[src/sv/tle_pkg.sv]
// tle_pkg: shared sizes, byte codes, command/status types for the terminal line editor.
// Used by tle_ctrl, tle_dp and terminal_line_editor. No dependencies.
package tle_pkg;

    // Storage sizes
    localparam int LINE_MAX  = 64;
    localparam int ESC_DEPTH = 16;
    localparam int LIMIT_MIN = 16;

    localparam int LC_W   = $clog2(LINE_MAX + 1);   // line count, holds LINE_MAX
    localparam int LA_W   = $clog2(LINE_MAX);       // line store address
    localparam int ESC_AW = $clog2(ESC_DEPTH);      // escape store address
    localparam int ESC_CW = $clog2(ESC_DEPTH + 1);  // escape count, holds ESC_DEPTH
    localparam int CMP_W  = (LC_W > 7) ? LC_W : 7;  // compare width for limits/indexes

    // Input operation codes
    localparam logic OP_RX   = 1'b0;
    localparam logic OP_READ = 1'b1;

    // Configuration register indexes
    localparam logic CFG_LOCAL_ECHO = 1'b0;
    localparam logic CFG_LINE_LIMIT = 1'b1;

    // Terminal byte codes
    localparam logic [7:0] CH_BS       = 8'h08;
    localparam logic [7:0] CH_LF       = 8'h0A;
    localparam logic [7:0] CH_CR       = 8'h0D;
    localparam logic [7:0] CH_CAN      = 8'h18;
    localparam logic [7:0] CH_SUB      = 8'h1A;
    localparam logic [7:0] CH_ESC      = 8'h1B;
    localparam logic [7:0] CH_CTL_MAX  = 8'h1F;
    localparam logic [7:0] CH_SP       = 8'h20;
    localparam logic [7:0] CH_FIN_LO   = 8'h40;
    localparam logic [7:0] CH_LBRACKET = 8'h5B;
    localparam logic [7:0] CH_FE_HI    = 8'h5F;
    localparam logic [7:0] CH_FIN_HI   = 8'h7E;
    localparam logic [7:0] CH_DEL      = 8'h7F;

    typedef enum logic [1:0] {
        K_BYTE   = 2'd0,
        K_READY  = 2'd1,
        K_PROMPT = 2'd2,
        K_READ   = 2'd3
    } t_kind;

    // Output byte source
    typedef enum logic [1:0] {
        B_CONST,
        B_ECHO,
        B_ESC,
        B_LINE
    } t_bsel;

    typedef enum logic [1:0] {
        LC_HOLD,
        LC_ZERO,
        LC_INC,
        LC_DEC
    } t_lc_op;

    typedef enum logic [1:0] {
        ESC_HOLD,
        ESC_CLR,
        ESC_ONE,
        ESC_PUSH
    } t_esc_op;

    typedef struct packed {
        logic       en;
        t_kind      kind;
        t_bsel      bsel;
        logic [7:0] cbyte;
        logic       len_en;
        logic       last;
    } t_emit;

    typedef struct packed {
        logic    take;     // input transfer this cycle
        logic    fresh;    // line count reads as zero (first byte after reset)
        t_lc_op  lc_op;
        logic    line_wr;
        t_esc_op esc_op;
        logic    step;     // advance replay index
        t_emit   emit;
    } t_cmd;

    typedef struct packed {
        logic out_free;
        logic lc_nz;
        logic lc_room;
        logic echo;
        logic esc_full;
        logic esc_pos1;
        logic rep_end;
    } t_stat;

endpackage

[src/sv/tle_ram.sv]
// tle_ram: generic single-write, single-read RAM with registered read data.
// No dependencies.
module tle_ram #(
    parameter int WIDTH = 8,
    parameter int DEPTH = 64
) (
    input  logic                     i_clk,
    input  logic                     i_we,
    input  logic [$clog2(DEPTH)-1:0] i_waddr,
    input  logic [WIDTH-1:0]         i_wdata,
    input  logic [$clog2(DEPTH)-1:0] i_raddr,
    output logic [WIDTH-1:0]         o_rdata
);

    logic [WIDTH-1:0] r_mem [DEPTH];
    logic [WIDTH-1:0] r_rdata;

    always_ff @(posedge i_clk) begin
        if (i_we) begin
            r_mem[i_waddr] <= i_wdata;
        end
        r_rdata <= r_mem[i_raddr];
    end

    assign o_rdata = r_rdata;

endmodule

[src/sv/tle_dp.sv]
// tle_dp: line editor datapath - config registers, counts, line and escape
// stores, replay index and the output register. Depends on tle_pkg, tle_ram.
module tle_dp (
    input  logic                 i_clk,
    input  logic                 i_rst_n,
    input  tle_pkg::t_cmd        i_cmd,
    output tle_pkg::t_stat       o_stat,
    input  logic [7:0]           i_in_byte,
    input  logic [5:0]           i_read_index,
    input  logic                 i_cfg_we,
    input  logic                 i_cfg_addr,
    input  logic [6:0]           i_cfg_wdata,
    input  logic                 i_ready,
    output logic                 o_valid,
    output tle_pkg::t_kind       o_out_kind,
    output logic [7:0]           o_out_byte,
    output logic [6:0]           o_line_length,
    output logic                 o_last
);

    logic                       r_local_echo;
    logic [6:0]                 r_line_limit;
    logic [tle_pkg::LC_W-1:0]   r_line_count, n_line_count;
    logic [tle_pkg::ESC_CW-1:0] r_esc_cnt, n_esc_cnt;
    logic [tle_pkg::ESC_AW-1:0] r_idx, n_idx;
    logic [tle_pkg::ESC_AW-1:0] r_rep_last;
    logic [tle_pkg::LA_W-1:0]   r_ra, n_ra;
    logic                       r_oob;
    logic [7:0]                 r_byte;
    logic [tle_pkg::LC_W-1:0]   r_len;

    logic                       r_out_valid, n_out_valid;
    tle_pkg::t_kind             r_out_kind;
    logic [7:0]                 r_out_byte;
    logic [6:0]                 r_out_len;
    logic                       r_out_last;

    logic [tle_pkg::LC_W-1:0]   lc_eff;
    logic [tle_pkg::CMP_W-1:0]  lim, eff_lim;
    logic [7:0]                 line_rd, esc_rd, sel_byte;
    logic                       out_free, load;

    // effective limit, clamped to LIMIT_MIN..LINE_MAX
    always_comb begin
        lim = tle_pkg::CMP_W'(r_line_limit);
        if (lim < tle_pkg::CMP_W'(tle_pkg::LIMIT_MIN)) begin
            eff_lim = tle_pkg::CMP_W'(tle_pkg::LIMIT_MIN);
        end else if (lim > tle_pkg::CMP_W'(tle_pkg::LINE_MAX)) begin
            eff_lim = tle_pkg::CMP_W'(tle_pkg::LINE_MAX);
        end else begin
            eff_lim = lim;
        end
    end

    assign lc_eff   = i_cmd.fresh ? '0 : r_line_count;
    assign out_free = !r_out_valid || i_ready;
    assign load     = i_cmd.emit.en && out_free;

    assign o_stat.out_free = out_free;
    assign o_stat.lc_nz    = (lc_eff != '0);
    assign o_stat.lc_room  = (tle_pkg::CMP_W'(lc_eff) < eff_lim);
    assign o_stat.echo     = r_local_echo;
    assign o_stat.esc_full = (r_esc_cnt == tle_pkg::ESC_CW'(tle_pkg::ESC_DEPTH));
    assign o_stat.esc_pos1 = (r_esc_cnt == tle_pkg::ESC_CW'(1));
    assign o_stat.rep_end  = (r_idx == r_rep_last);

    always_comb begin
        n_line_count = r_line_count;
        n_esc_cnt    = r_esc_cnt;
        if (i_cmd.take) begin
            unique case (i_cmd.lc_op)
                tle_pkg::LC_HOLD: n_line_count = lc_eff;
                tle_pkg::LC_ZERO: n_line_count = '0;
                tle_pkg::LC_INC:  n_line_count = lc_eff + tle_pkg::LC_W'(1);
                tle_pkg::LC_DEC:  n_line_count = lc_eff - tle_pkg::LC_W'(1);
            endcase
            unique case (i_cmd.esc_op)
                tle_pkg::ESC_HOLD: n_esc_cnt = r_esc_cnt;
                tle_pkg::ESC_CLR:  n_esc_cnt = '0;
                tle_pkg::ESC_ONE:  n_esc_cnt = tle_pkg::ESC_CW'(1);
                tle_pkg::ESC_PUSH: n_esc_cnt = r_esc_cnt + tle_pkg::ESC_CW'(1);
            endcase
        end
    end

    // Read addresses come from next-value logic so the registered RAM data
    // always matches the current index register.
    always_comb begin
        if (i_cmd.take) begin
            n_idx = '0;
        end else if (i_cmd.step) begin
            n_idx = r_idx + tle_pkg::ESC_AW'(1);
        end else begin
            n_idx = r_idx;
        end
        n_ra = i_cmd.take ? tle_pkg::LA_W'(i_read_index) : r_ra;
    end

    tle_ram #(.WIDTH(8), .DEPTH(tle_pkg::LINE_MAX)) u_line_ram (
        .i_clk   (i_clk),
        .i_we    (i_cmd.take && i_cmd.line_wr),
        .i_waddr (tle_pkg::LA_W'(lc_eff)),
        .i_wdata (i_in_byte),
        .i_raddr (n_ra),
        .o_rdata (line_rd)
    );

    // entry 0 is never written; replay supplies ESC in its place
    tle_ram #(.WIDTH(8), .DEPTH(tle_pkg::ESC_DEPTH)) u_esc_ram (
        .i_clk   (i_clk),
        .i_we    (i_cmd.take && (i_cmd.esc_op == tle_pkg::ESC_PUSH)),
        .i_waddr (tle_pkg::ESC_AW'(r_esc_cnt)),
        .i_wdata (i_in_byte),
        .i_raddr (n_idx),
        .o_rdata (esc_rd)
    );

    always_comb begin
        unique case (i_cmd.emit.bsel)
            tle_pkg::B_CONST: sel_byte = i_cmd.emit.cbyte;
            tle_pkg::B_ECHO:  sel_byte = r_byte;
            tle_pkg::B_ESC:   sel_byte = (r_idx == '0) ? tle_pkg::CH_ESC : esc_rd;
            tle_pkg::B_LINE:  sel_byte = r_oob ? 8'h00 : line_rd;
        endcase
    end

    always_comb begin
        n_out_valid = r_out_valid;
        if (load) begin
            n_out_valid = 1'b1;
        end else if (i_ready) begin
            n_out_valid = 1'b0;
        end
    end

    always_ff @(posedge i_clk) begin
        if (!i_rst_n) begin
            r_local_echo <= 1'b1;
            r_line_limit <= 7'd64;
            r_line_count <= '0;
            r_esc_cnt    <= '0;
            r_out_valid  <= 1'b0;
        end else begin
            if (i_cfg_we) begin
                unique case (i_cfg_addr)
                    tle_pkg::CFG_LOCAL_ECHO: r_local_echo <= i_cfg_wdata[0];
                    tle_pkg::CFG_LINE_LIMIT: r_line_limit <= i_cfg_wdata;
                endcase
            end
            r_line_count <= n_line_count;
            r_esc_cnt    <= n_esc_cnt;
            r_out_valid  <= n_out_valid;
        end
    end

    // payload registers
    always_ff @(posedge i_clk) begin
        r_idx <= n_idx;
        r_ra  <= n_ra;
        if (i_cmd.take) begin
            r_byte     <= i_in_byte;
            r_len      <= lc_eff;
            r_rep_last <= tle_pkg::ESC_AW'(r_esc_cnt - tle_pkg::ESC_CW'(1));
            r_oob      <= (tle_pkg::CMP_W'(i_read_index) >= tle_pkg::CMP_W'(tle_pkg::LINE_MAX));
        end
        if (load) begin
            r_out_kind <= i_cmd.emit.kind;
            r_out_byte <= sel_byte;
            r_out_len  <= i_cmd.emit.len_en ? 7'(r_len) : 7'd0;
            r_out_last <= i_cmd.emit.last;
        end
    end

    assign o_valid       = r_out_valid;
    assign o_out_kind    = r_out_kind;
    assign o_out_byte    = r_out_byte;
    assign o_line_length = r_out_len;
    assign o_last        = r_out_last;

    a_lc_max: assert property (@(posedge i_clk) disable iff (!i_rst_n)
        r_line_count <= tle_pkg::LC_W'(tle_pkg::LINE_MAX))
        else $error("line count above store size");

    a_esc_max: assert property (@(posedge i_clk) disable iff (!i_rst_n)
        r_esc_cnt <= tle_pkg::ESC_CW'(tle_pkg::ESC_DEPTH))
        else $error("escape count above store size");

    a_step: assert property (@(posedge i_clk) disable iff (!i_rst_n)
        i_cmd.step |-> (r_idx != r_rep_last))
        else $error("replay index stepped past last stored byte");

endmodule

[src/sv/tle_ctrl.sv]
// tle_ctrl: line editor sequencer - decodes each input byte, keeps the phase
// and walks the result sequence. Depends on tle_pkg.
module tle_ctrl (
    input  logic           i_clk,
    input  logic           i_rst_n,
    input  logic           i_valid,
    output logic           o_ready,
    input  logic           i_operation,
    input  logic [7:0]     i_in_byte,
    input  tle_pkg::t_stat i_stat,
    output tle_pkg::t_cmd  o_cmd
);

    typedef enum logic [3:0] {
        S_IDLE,
        S_READ,
        S_PROMPT,
        S_REPLAY,
        S_CR,
        S_LF,
        S_READY,
        S_PEND,
        S_BS1,
        S_SP,
        S_BS2,
        S_ECHO
    } t_state;

    typedef enum logic [1:0] {
        PH_WAIT,
        PH_EDIT,
        PH_ESC
    } t_phase;

    typedef enum logic [1:0] {
        E_NONE,
        E_CR,
        E_BS,
        E_ECHO
    } t_edit;

    t_state r_state, n_state;
    t_phase r_phase, n_phase;
    t_edit  r_edit, n_edit;

    // edit-phase decode of the incoming byte
    t_edit           e_act;
    tle_pkg::t_lc_op e_lc;
    logic            e_wr;
    logic            e_esc;
    logic            seq_done;
    logic            is_cancel;
    logic [7:0]      c;

    function automatic t_state edit_entry(input t_edit act);
        t_state s;
        unique case (act)
            E_NONE: s = S_IDLE;
            E_CR:   s = S_CR;
            E_BS:   s = S_BS1;
            E_ECHO: s = S_ECHO;
        endcase
        return s;
    endfunction

    assign c         = i_in_byte;
    assign is_cancel = (c == tle_pkg::CH_CAN) || (c == tle_pkg::CH_SUB);

    // Fe final at position 1 (not CSI), any final byte later on
    assign seq_done = i_stat.esc_pos1
        ? (c != tle_pkg::CH_LBRACKET && c >= tle_pkg::CH_FIN_LO && c <= tle_pkg::CH_FE_HI)
        : (c >= tle_pkg::CH_FIN_LO && c <= tle_pkg::CH_FIN_HI);

    always_comb begin
        e_act = E_NONE;
        e_lc  = tle_pkg::LC_HOLD;
        e_wr  = 1'b0;
        e_esc = 1'b0;
        priority if (c == tle_pkg::CH_CR) begin
            e_act = E_CR;
            e_lc  = tle_pkg::LC_ZERO;
        end else if (c == tle_pkg::CH_BS || c == tle_pkg::CH_DEL) begin
            if (i_stat.lc_nz) begin
                e_act = E_BS;
                e_lc  = tle_pkg::LC_DEC;
            end
        end else if (c == tle_pkg::CH_ESC) begin
            e_esc = 1'b1;
        end else if (c > tle_pkg::CH_CTL_MAX && c < tle_pkg::CH_DEL) begin
            if (i_stat.lc_room) begin
                e_wr  = 1'b1;
                e_lc  = tle_pkg::LC_INC;
                e_act = i_stat.echo ? E_ECHO : E_NONE;
            end
        end else begin
            e_act = E_NONE;   // other control bytes and high bytes
        end
    end

    assign o_ready = (r_state == S_IDLE);

    always_comb begin
        n_state = r_state;
        n_phase = r_phase;
        n_edit  = r_edit;

        o_cmd             = '0;
        o_cmd.fresh       = (r_phase == PH_WAIT);
        o_cmd.lc_op       = tle_pkg::LC_HOLD;
        o_cmd.esc_op      = tle_pkg::ESC_HOLD;
        o_cmd.emit.kind   = tle_pkg::K_BYTE;
        o_cmd.emit.bsel   = tle_pkg::B_CONST;
        o_cmd.emit.cbyte  = 8'h00;

        unique case (r_state)
            S_IDLE: begin
                if (i_valid) begin
                    o_cmd.take = 1'b1;
                    if (i_operation == tle_pkg::OP_READ) begin
                        n_state = S_READ;
                    end else if (r_phase == PH_ESC) begin
                        if (is_cancel) begin
                            o_cmd.esc_op = tle_pkg::ESC_CLR;
                            n_phase      = PH_EDIT;
                            n_edit       = E_NONE;
                            n_state      = S_REPLAY;
                        end else if (!i_stat.esc_full) begin
                            if (seq_done) begin
                                o_cmd.esc_op = tle_pkg::ESC_CLR;
                                n_phase      = PH_EDIT;
                            end else begin
                                o_cmd.esc_op = tle_pkg::ESC_PUSH;
                            end
                        end else begin
                            // overflow: replay, then edit with this byte
                            o_cmd.esc_op  = e_esc ? tle_pkg::ESC_ONE : tle_pkg::ESC_CLR;
                            o_cmd.lc_op   = e_lc;
                            o_cmd.line_wr = e_wr;
                            n_phase       = e_esc ? PH_ESC : PH_EDIT;
                            n_edit        = e_act;
                            n_state       = S_REPLAY;
                        end
                    end else begin
                        o_cmd.lc_op   = e_lc;
                        o_cmd.line_wr = e_wr;
                        if (e_esc) begin
                            o_cmd.esc_op = tle_pkg::ESC_ONE;
                            n_phase      = PH_ESC;
                        end else begin
                            n_phase = PH_EDIT;
                        end
                        n_edit  = e_act;
                        n_state = (r_phase == PH_WAIT) ? S_PROMPT : edit_entry(e_act);
                    end
                end
            end
            S_READ: begin
                o_cmd.emit.en   = 1'b1;
                o_cmd.emit.kind = tle_pkg::K_READ;
                o_cmd.emit.bsel = tle_pkg::B_LINE;
                o_cmd.emit.last = 1'b1;
                if (i_stat.out_free) n_state = S_IDLE;
            end
            S_PROMPT: begin
                o_cmd.emit.en   = 1'b1;
                o_cmd.emit.kind = tle_pkg::K_PROMPT;
                o_cmd.emit.last = (r_edit == E_NONE);
                if (i_stat.out_free) n_state = edit_entry(r_edit);
            end
            S_REPLAY: begin
                o_cmd.emit.en   = 1'b1;
                o_cmd.emit.bsel = tle_pkg::B_ESC;
                o_cmd.emit.last = i_stat.rep_end && (r_edit == E_NONE);
                if (i_stat.out_free) begin
                    if (i_stat.rep_end) begin
                        n_state = edit_entry(r_edit);
                    end else begin
                        o_cmd.step = 1'b1;
                    end
                end
            end
            S_CR: begin
                o_cmd.emit.en    = 1'b1;
                o_cmd.emit.cbyte = tle_pkg::CH_CR;
                if (i_stat.out_free) n_state = S_LF;
            end
            S_LF: begin
                o_cmd.emit.en    = 1'b1;
                o_cmd.emit.cbyte = tle_pkg::CH_LF;
                if (i_stat.out_free) n_state = S_READY;
            end
            S_READY: begin
                o_cmd.emit.en     = 1'b1;
                o_cmd.emit.kind   = tle_pkg::K_READY;
                o_cmd.emit.len_en = 1'b1;
                if (i_stat.out_free) n_state = S_PEND;
            end
            S_PEND: begin
                o_cmd.emit.en   = 1'b1;
                o_cmd.emit.kind = tle_pkg::K_PROMPT;
                o_cmd.emit.last = 1'b1;
                if (i_stat.out_free) n_state = S_IDLE;
            end
            S_BS1: begin
                o_cmd.emit.en    = 1'b1;
                o_cmd.emit.cbyte = tle_pkg::CH_BS;
                if (i_stat.out_free) n_state = S_SP;
            end
            S_SP: begin
                o_cmd.emit.en    = 1'b1;
                o_cmd.emit.cbyte = tle_pkg::CH_SP;
                if (i_stat.out_free) n_state = S_BS2;
            end
            S_BS2: begin
                o_cmd.emit.en    = 1'b1;
                o_cmd.emit.cbyte = tle_pkg::CH_BS;
                o_cmd.emit.last  = 1'b1;
                if (i_stat.out_free) n_state = S_IDLE;
            end
            S_ECHO: begin
                o_cmd.emit.en   = 1'b1;
                o_cmd.emit.bsel = tle_pkg::B_ECHO;
                o_cmd.emit.last = 1'b1;
                if (i_stat.out_free) n_state = S_IDLE;
            end
            default: n_state = S_IDLE;
        endcase
    end

    always_ff @(posedge i_clk) begin
        if (!i_rst_n) begin
            r_state <= S_IDLE;
            r_phase <= PH_WAIT;
            r_edit  <= E_NONE;
        end else begin
            r_state <= n_state;
            r_phase <= n_phase;
            r_edit  <= n_edit;
        end
    end

    a_wait_once: assert property (@(posedge i_clk) disable iff (!i_rst_n)
        (r_phase != PH_WAIT) |=> (r_phase != PH_WAIT))
        else $error("returned to waiting phase without reset");

    a_read_seq: assert property (@(posedge i_clk) disable iff (!i_rst_n)
        (o_ready && i_valid && i_operation == tle_pkg::OP_READ) |=> (r_state == S_READ))
        else $error("read transfer did not start a read result");

    a_no_take_busy: assert property (@(posedge i_clk) disable iff (!i_rst_n)
        o_cmd.take |-> !o_cmd.emit.en)
        else $error("input taken while a result is being issued");

endmodule

[src/sv/terminal_line_editor.sv]
// terminal_line_editor: top level of the terminal line editor.
// Depends on tle_pkg, tle_ctrl, tle_dp (and tle_ram through tle_dp).
//
// Input channel (i_valid/o_ready): operation 0 passes one received terminal
// byte (i_in_byte), operation 1 reads line store entry i_read_index.
// Output channel (o_valid/i_ready): one result per transfer; o_out_kind is
// terminal byte, line ready (with o_line_length), prompt request or read data,
// and o_last marks the final result of an input item. Ignored bytes, bytes
// stored without echo and bytes swallowed by an escape sequence give no result.
// Config port: i_cfg_we writes i_cfg_wdata to register i_cfg_addr (0 local
// echo, 1 line limit) at the clock edge; write only while idle.
// Timing: an item is taken in the idle state, then the sequencer issues each of its
// results (0..ESC_DEPTH+4) in turn into the output register, waiting while that
// register is full; no new item is taken until the last result is loaded. For an
// item with results, the transfer moves the sequencer into the state that loads the first.
// Reset: synchronous; phase goes to waiting for client, counts to zero, local
// echo on and line limit 64. The first received byte yields a prompt request.
// Stall: with i_ready low the sequencer waits on the full output register and
// o_ready stays low until the item's last result is in the register.
module terminal_line_editor (
    input  logic       i_clk,
    input  logic       i_rst_n,
    // input items
    input  logic       i_valid,
    output logic       o_ready,
    input  logic       i_operation,
    input  logic [7:0] i_in_byte,
    input  logic [5:0] i_read_index,
    // results
    output logic       o_valid,
    input  logic       i_ready,
    output logic [1:0] o_out_kind,
    output logic [7:0] o_out_byte,
    output logic [6:0] o_line_length,
    output logic       o_last,
    // configuration writes
    input  logic       i_cfg_we,
    input  logic       i_cfg_addr,
    input  logic [6:0] i_cfg_wdata
);

    tle_pkg::t_cmd  cmd;
    tle_pkg::t_stat stat;
    tle_pkg::t_kind out_kind;

    // sequencer: phase, byte decode, result order
    tle_ctrl u_ctrl (
        .i_clk       (i_clk),
        .i_rst_n     (i_rst_n),
        .i_valid     (i_valid),
        .o_ready     (o_ready),
        .i_operation (i_operation),
        .i_in_byte   (i_in_byte),
        .i_stat      (stat),
        .o_cmd       (cmd)
    );

    // storage, counts and output register
    tle_dp u_dp (
        .i_clk         (i_clk),
        .i_rst_n       (i_rst_n),
        .i_cmd         (cmd),
        .o_stat        (stat),
        .i_in_byte     (i_in_byte),
        .i_read_index  (i_read_index),
        .i_cfg_we      (i_cfg_we),
        .i_cfg_addr    (i_cfg_addr),
        .i_cfg_wdata   (i_cfg_wdata),
        .i_ready       (i_ready),
        .o_valid       (o_valid),
        .o_out_kind    (out_kind),
        .o_out_byte    (o_out_byte),
        .o_line_length (o_line_length),
        .o_last        (o_last)
    );

    assign o_out_kind = out_kind;

endmodule

[config.mk]
export PLATFORM = sky130hd
export DESIGN_NAME = terminal_line_editor
export DESIGN_NICKNAME = d
export VERILOG_FILES = /design/src/sv/tle_pkg.sv /design/src/sv/tle_ram.sv /design/src/sv/tle_dp.sv /design/src/sv/tle_ctrl.sv /design/src/sv/terminal_line_editor.sv
export SDC_FILE = /design/constraint.sdc
export NUM_CORES = 1
export LEC_CHECK = 0
export ABC_AREA = 1
export BUFFER_PORTS_ARGS = -buffer_cell sky130_fd_sc_hd__clkbuf_2
export CORE_MARGIN = 2
export CORE_UTILIZATION = 60
export CTS_CLUSTER_DIAMETER = 80
export CTS_CLUSTER_SIZE = 40
export DETAILED_ROUTE_END_ITERATION = 7
export PLACE_DENSITY = 0.75
export SETUP_SLACK_MARGIN = 0.15
export SYNTH_ARGS = -nofsm -noshare
export SYNTH_HDL_FRONTEND = slang
export SYNTH_SLANG_ARGS = --single-unit
[constraint.sdc]
create_clock -name i_clk -period 6.2 [get_ports i_clk]
set_input_delay 1.24 -clock i_clk [delete_from_list [all_inputs] [get_ports i_clk]]
set_output_delay 1.24 -clock i_clk [all_outputs]
set_load 0.05 [all_outputs]
==> summary.md <==
| Metric | Value |
|---|---|
| Outcome | finished, final reports clean |
| Synth Register Bits | 732 |
| Unrepaired setup endpoints after global routing | false |
| DR WL/cell | 21.52 um |
| DR vias | 21000 |
| Final worst-path cycle share | 69.19% |
| Longest Clk Path Bufs | 3 |
| Rows | 83 |
| Max Cap Violations | 0 |
| FMAX | 0.2331 GHz |
| CTS Hold Buffers Added | 0 |
| Endpoints failing hold | 0 |
| HP Class | flip-flop to flip-flop |
| GR peak layer | met2 |
| M3 GR Usage | 4.085% |
| Initial DRC count | 2434 |
| Setup repair bufs after CTS | 0 |
| Count of yosys warnings during synthesis | 0 |
| GRT Util Overall | 28.67% |
| Cts repair resizes | 0 |
| TritonCTS clock tree | built |
| Nets | 2870 |
| Vias per cell | 5.952 |
| M2 GR Usage | 48.20% |
| Actual slew at the worst max-slew pin | 1.370 ns |
| WP data required | 6.43 ns |
| Register area | 21430 um^2 |
| Syn Area/Cell | 10.90 um^2 |
| Die Y | 231.4 um |
| Setup Skew | 0.03977 ns |
| Fill count | 3885 |
| P per Cell Area | 401.9 nW/um^2 |
| Slew Limit Fails | 0 |
| CP max FO | 8 |
| Port Buffer Count | 47 |
| Cell taking the most area after synthesis | edfxtp_1 |
| Dpl hpwl | 46500 um |
| DRC viols | 0 |
| Final setup violation count | 0 |
| Yosys top cell area share | 65.53% |
| Die area | 53540 um^2 |
| Critical path endpoint category | flip-flop |
| Most frequent cells in the layout | 1057 x nand2_1, 677 x edfxtp_1, 366 x nand3_1, 163 x nor2_1, 99 x inv_1 |
| Worst-path cell chain | or4_1, o21ai_0, o21ai_0, ha_1, a21oi_1, o21a_1, nand3_1, nor2_1, inv_2, nor2_1, nand3_2, nor2_1 |
| Worst path slowest cell | nor2_1 |
| CTS Buf Count | 34 |
| Vias in the first global route | 20380 |
| Headroom to the max-slew limit | 8.599% |
| DP Worst Slack | 1.687 ns |
| Met1 Resource Use GR | 38.33% |
| Initial antenna violation count | 0 |
| Cell area after layout | 32930 um^2 |
| Core footprint | 51200 um^2 |
| Standby leakage power | 12.09 nW |
| Post-synth net total | 2893 |
| Top Ports | 48 |
| Total chip power | 13.23 mW |
| Cell Area, Synth | 31020 um^2 |
| Clock Sinks | 732 |
| Diode count | 0 |
| Gr ovfl total | 0 |
| Cell variety after synth | 45 |
| Drt pass-1 iters | 6 |
| Synth top area cells | edfxtp_1 66%, nand2_1 13%, nand3_1 5.9% |
| Area taken by multi-input logic gates | 8484 um^2 |
| H-tree depth | 2 |
| Min cycle time layout | 4.290 ns |
| Max incr delay on CP | 0.74 ns |
| Most numerous cell on the critical path | nor2_1 |
| Commonest non-fill, non-tap cell in the layout | nand2_1 |
| Crit path DAT | 4.52 ns |
| Total negative slack | 0 ns |
| Post-DRT Antenna Nets | 0 |
| R2R Setup Slk | 1.91 ns |
| Layout cell share with drive strength beyond 1 | 6.599% |
| Post-synthesis sequential area ratio | 69.08% |
| Clock-pin transition on the worst setup and hold timing paths | 0.10 ns |
| Initial Util | 60.60% |
| Syn Inst Count | 2846 |
| Area growth from synthesis to layout | 6.134% |
| Aggregate routed wire length | 75930 um |
| VDD IR max | 557.8 uV |
| Root Buffer | clkbuf_16 |
| Die X | 231.4 um |
| Clk Latency, worst-skew pair | 0.61 ns |
| Routability congestion estimate from global placement | 0.9217 |
| First-pass GRT wire length | 116100 um |
| Pin count of the biggest net entering global routing | 258 |
| Final Core Density | 64.31% |
| Worst setup margin | 1.910 ns |
| Crit start category | flip-flop |
| Placed cell area | 31680 um^2 |
| Critical path class | flip-flop to flip-flop |
## cell usage after synthesis (all sizes together)
master and count:
nand2 1060, edfxtp 677, nand3 373, nor2 169, buf 111, inv 104
o211ai 70, or2 63, dfxtp 55, a21oi 34, o21ai 34, clkbuf 24
ha 18, nand4 12, xor2 9, nand3b 8, nor3 6, clkinv 5
o21a 2, o22ai 2, a211oi 1, a221oi 1, a31oi 1, fa 1
nor3b 1, o2111ai 1, o21bai 1, o221ai 1, or4 1, xnor2 1
## sequential cells by signal, indices dropped and copies added (netlist names)
name and cells:
u_dp.u_line_ram.r_mem 512, u_dp.u_esc_ram.r_mem 128, u_dp.o_out_byte 8, u_dp.r_byte 8
u_dp.u_esc_ram.o_rdata 8, u_dp.u_line_ram.o_rdata 8, u_dp.lim 7, u_dp.o_line_length 7
u_dp.r_len 7, u_dp.r_line_count 7, u_dp.r_ra 6, u_dp.r_esc_cnt 5
u_ctrl.r_state 4, u_dp.r_idx 4, u_dp.r_rep_last 4, u_ctrl.r_edit 2
u_ctrl.r_phase 2, u_dp.o_out_kind 2, u_dp.o_last 1, u_dp.o_valid 1
u_dp.r_local_echo 1
## final cells by class
| class | count | share of cell area [%] |
|---|---|---|
| clock inverter | 23 | 0.9082 |
| clock buffer | 39 | 2.865 |
| tap | 680 | 2.584 |
| timing repair buffer | 76 | 1.543 |
| sequential | 732 | 65.09 |
| multi-input combinational | 1870 | 25.77 |
| inverter | 109 | 1.246 |
## per-stage QoR
stage | instances | hold WS (ns)
global placement | 3466 | 0.4544
global route | 3529 | 0.5123
floorplan | 2846 | 0.4442
CTS | 3528 | 0.4764
detailed placement | 3466 | 0.4615
finish | 3529 | 0.4731
## kinds of logic after synthesis
family	count (synthesis)	synth area share [%]
and+or+nand+nor	1693	22.98
xor gates and xnor gates	10	0.2823
adders and majority gates	19	0.7905
buffers and inverters	244	3.686
AOI/OAI and AO/OA	148	3.178
DFF	732	69.08
## report_power, final
part / internal [mW] / switching [mW]
logic: 1.22 / 3.36
clock network: 1.24 / 1.66
registers: 5.63 / 0.136
total: 8.08 / 5.15
## worst max-delay path: cells and delay by family, from the launching register on
kind	cells	cell delay (ns)
fa+ha+maj	1	0.32
flops	1	0.33
compound gates	4	0.81
simple gates	6	2.38
buf+inv	1	0.06
## worst paths after layout
path,from,endpoint,cells after the start
max,u_dp.lim[0],u_dp.u_line_ram.r_mem[45][6],12
min,u_dp.r_line_count[6],u_dp.r_line_count[6],2
max reg2reg,u_dp.lim[0],u_dp.u_line_ram.r_mem[45][6],12
min reg2reg,u_dp.r_line_count[6],u_dp.r_line_count[6],2
## layer usage
layer | wire, um | up-vias
li1 | - | 9670
met2 | 37280 | 1046
met3 | 6089 | 176
met4 | 2494 | 0
met1 | 30060 | 10110
met5 | 0 | -
Note: power is estimated with default switching activity, not from simulation.
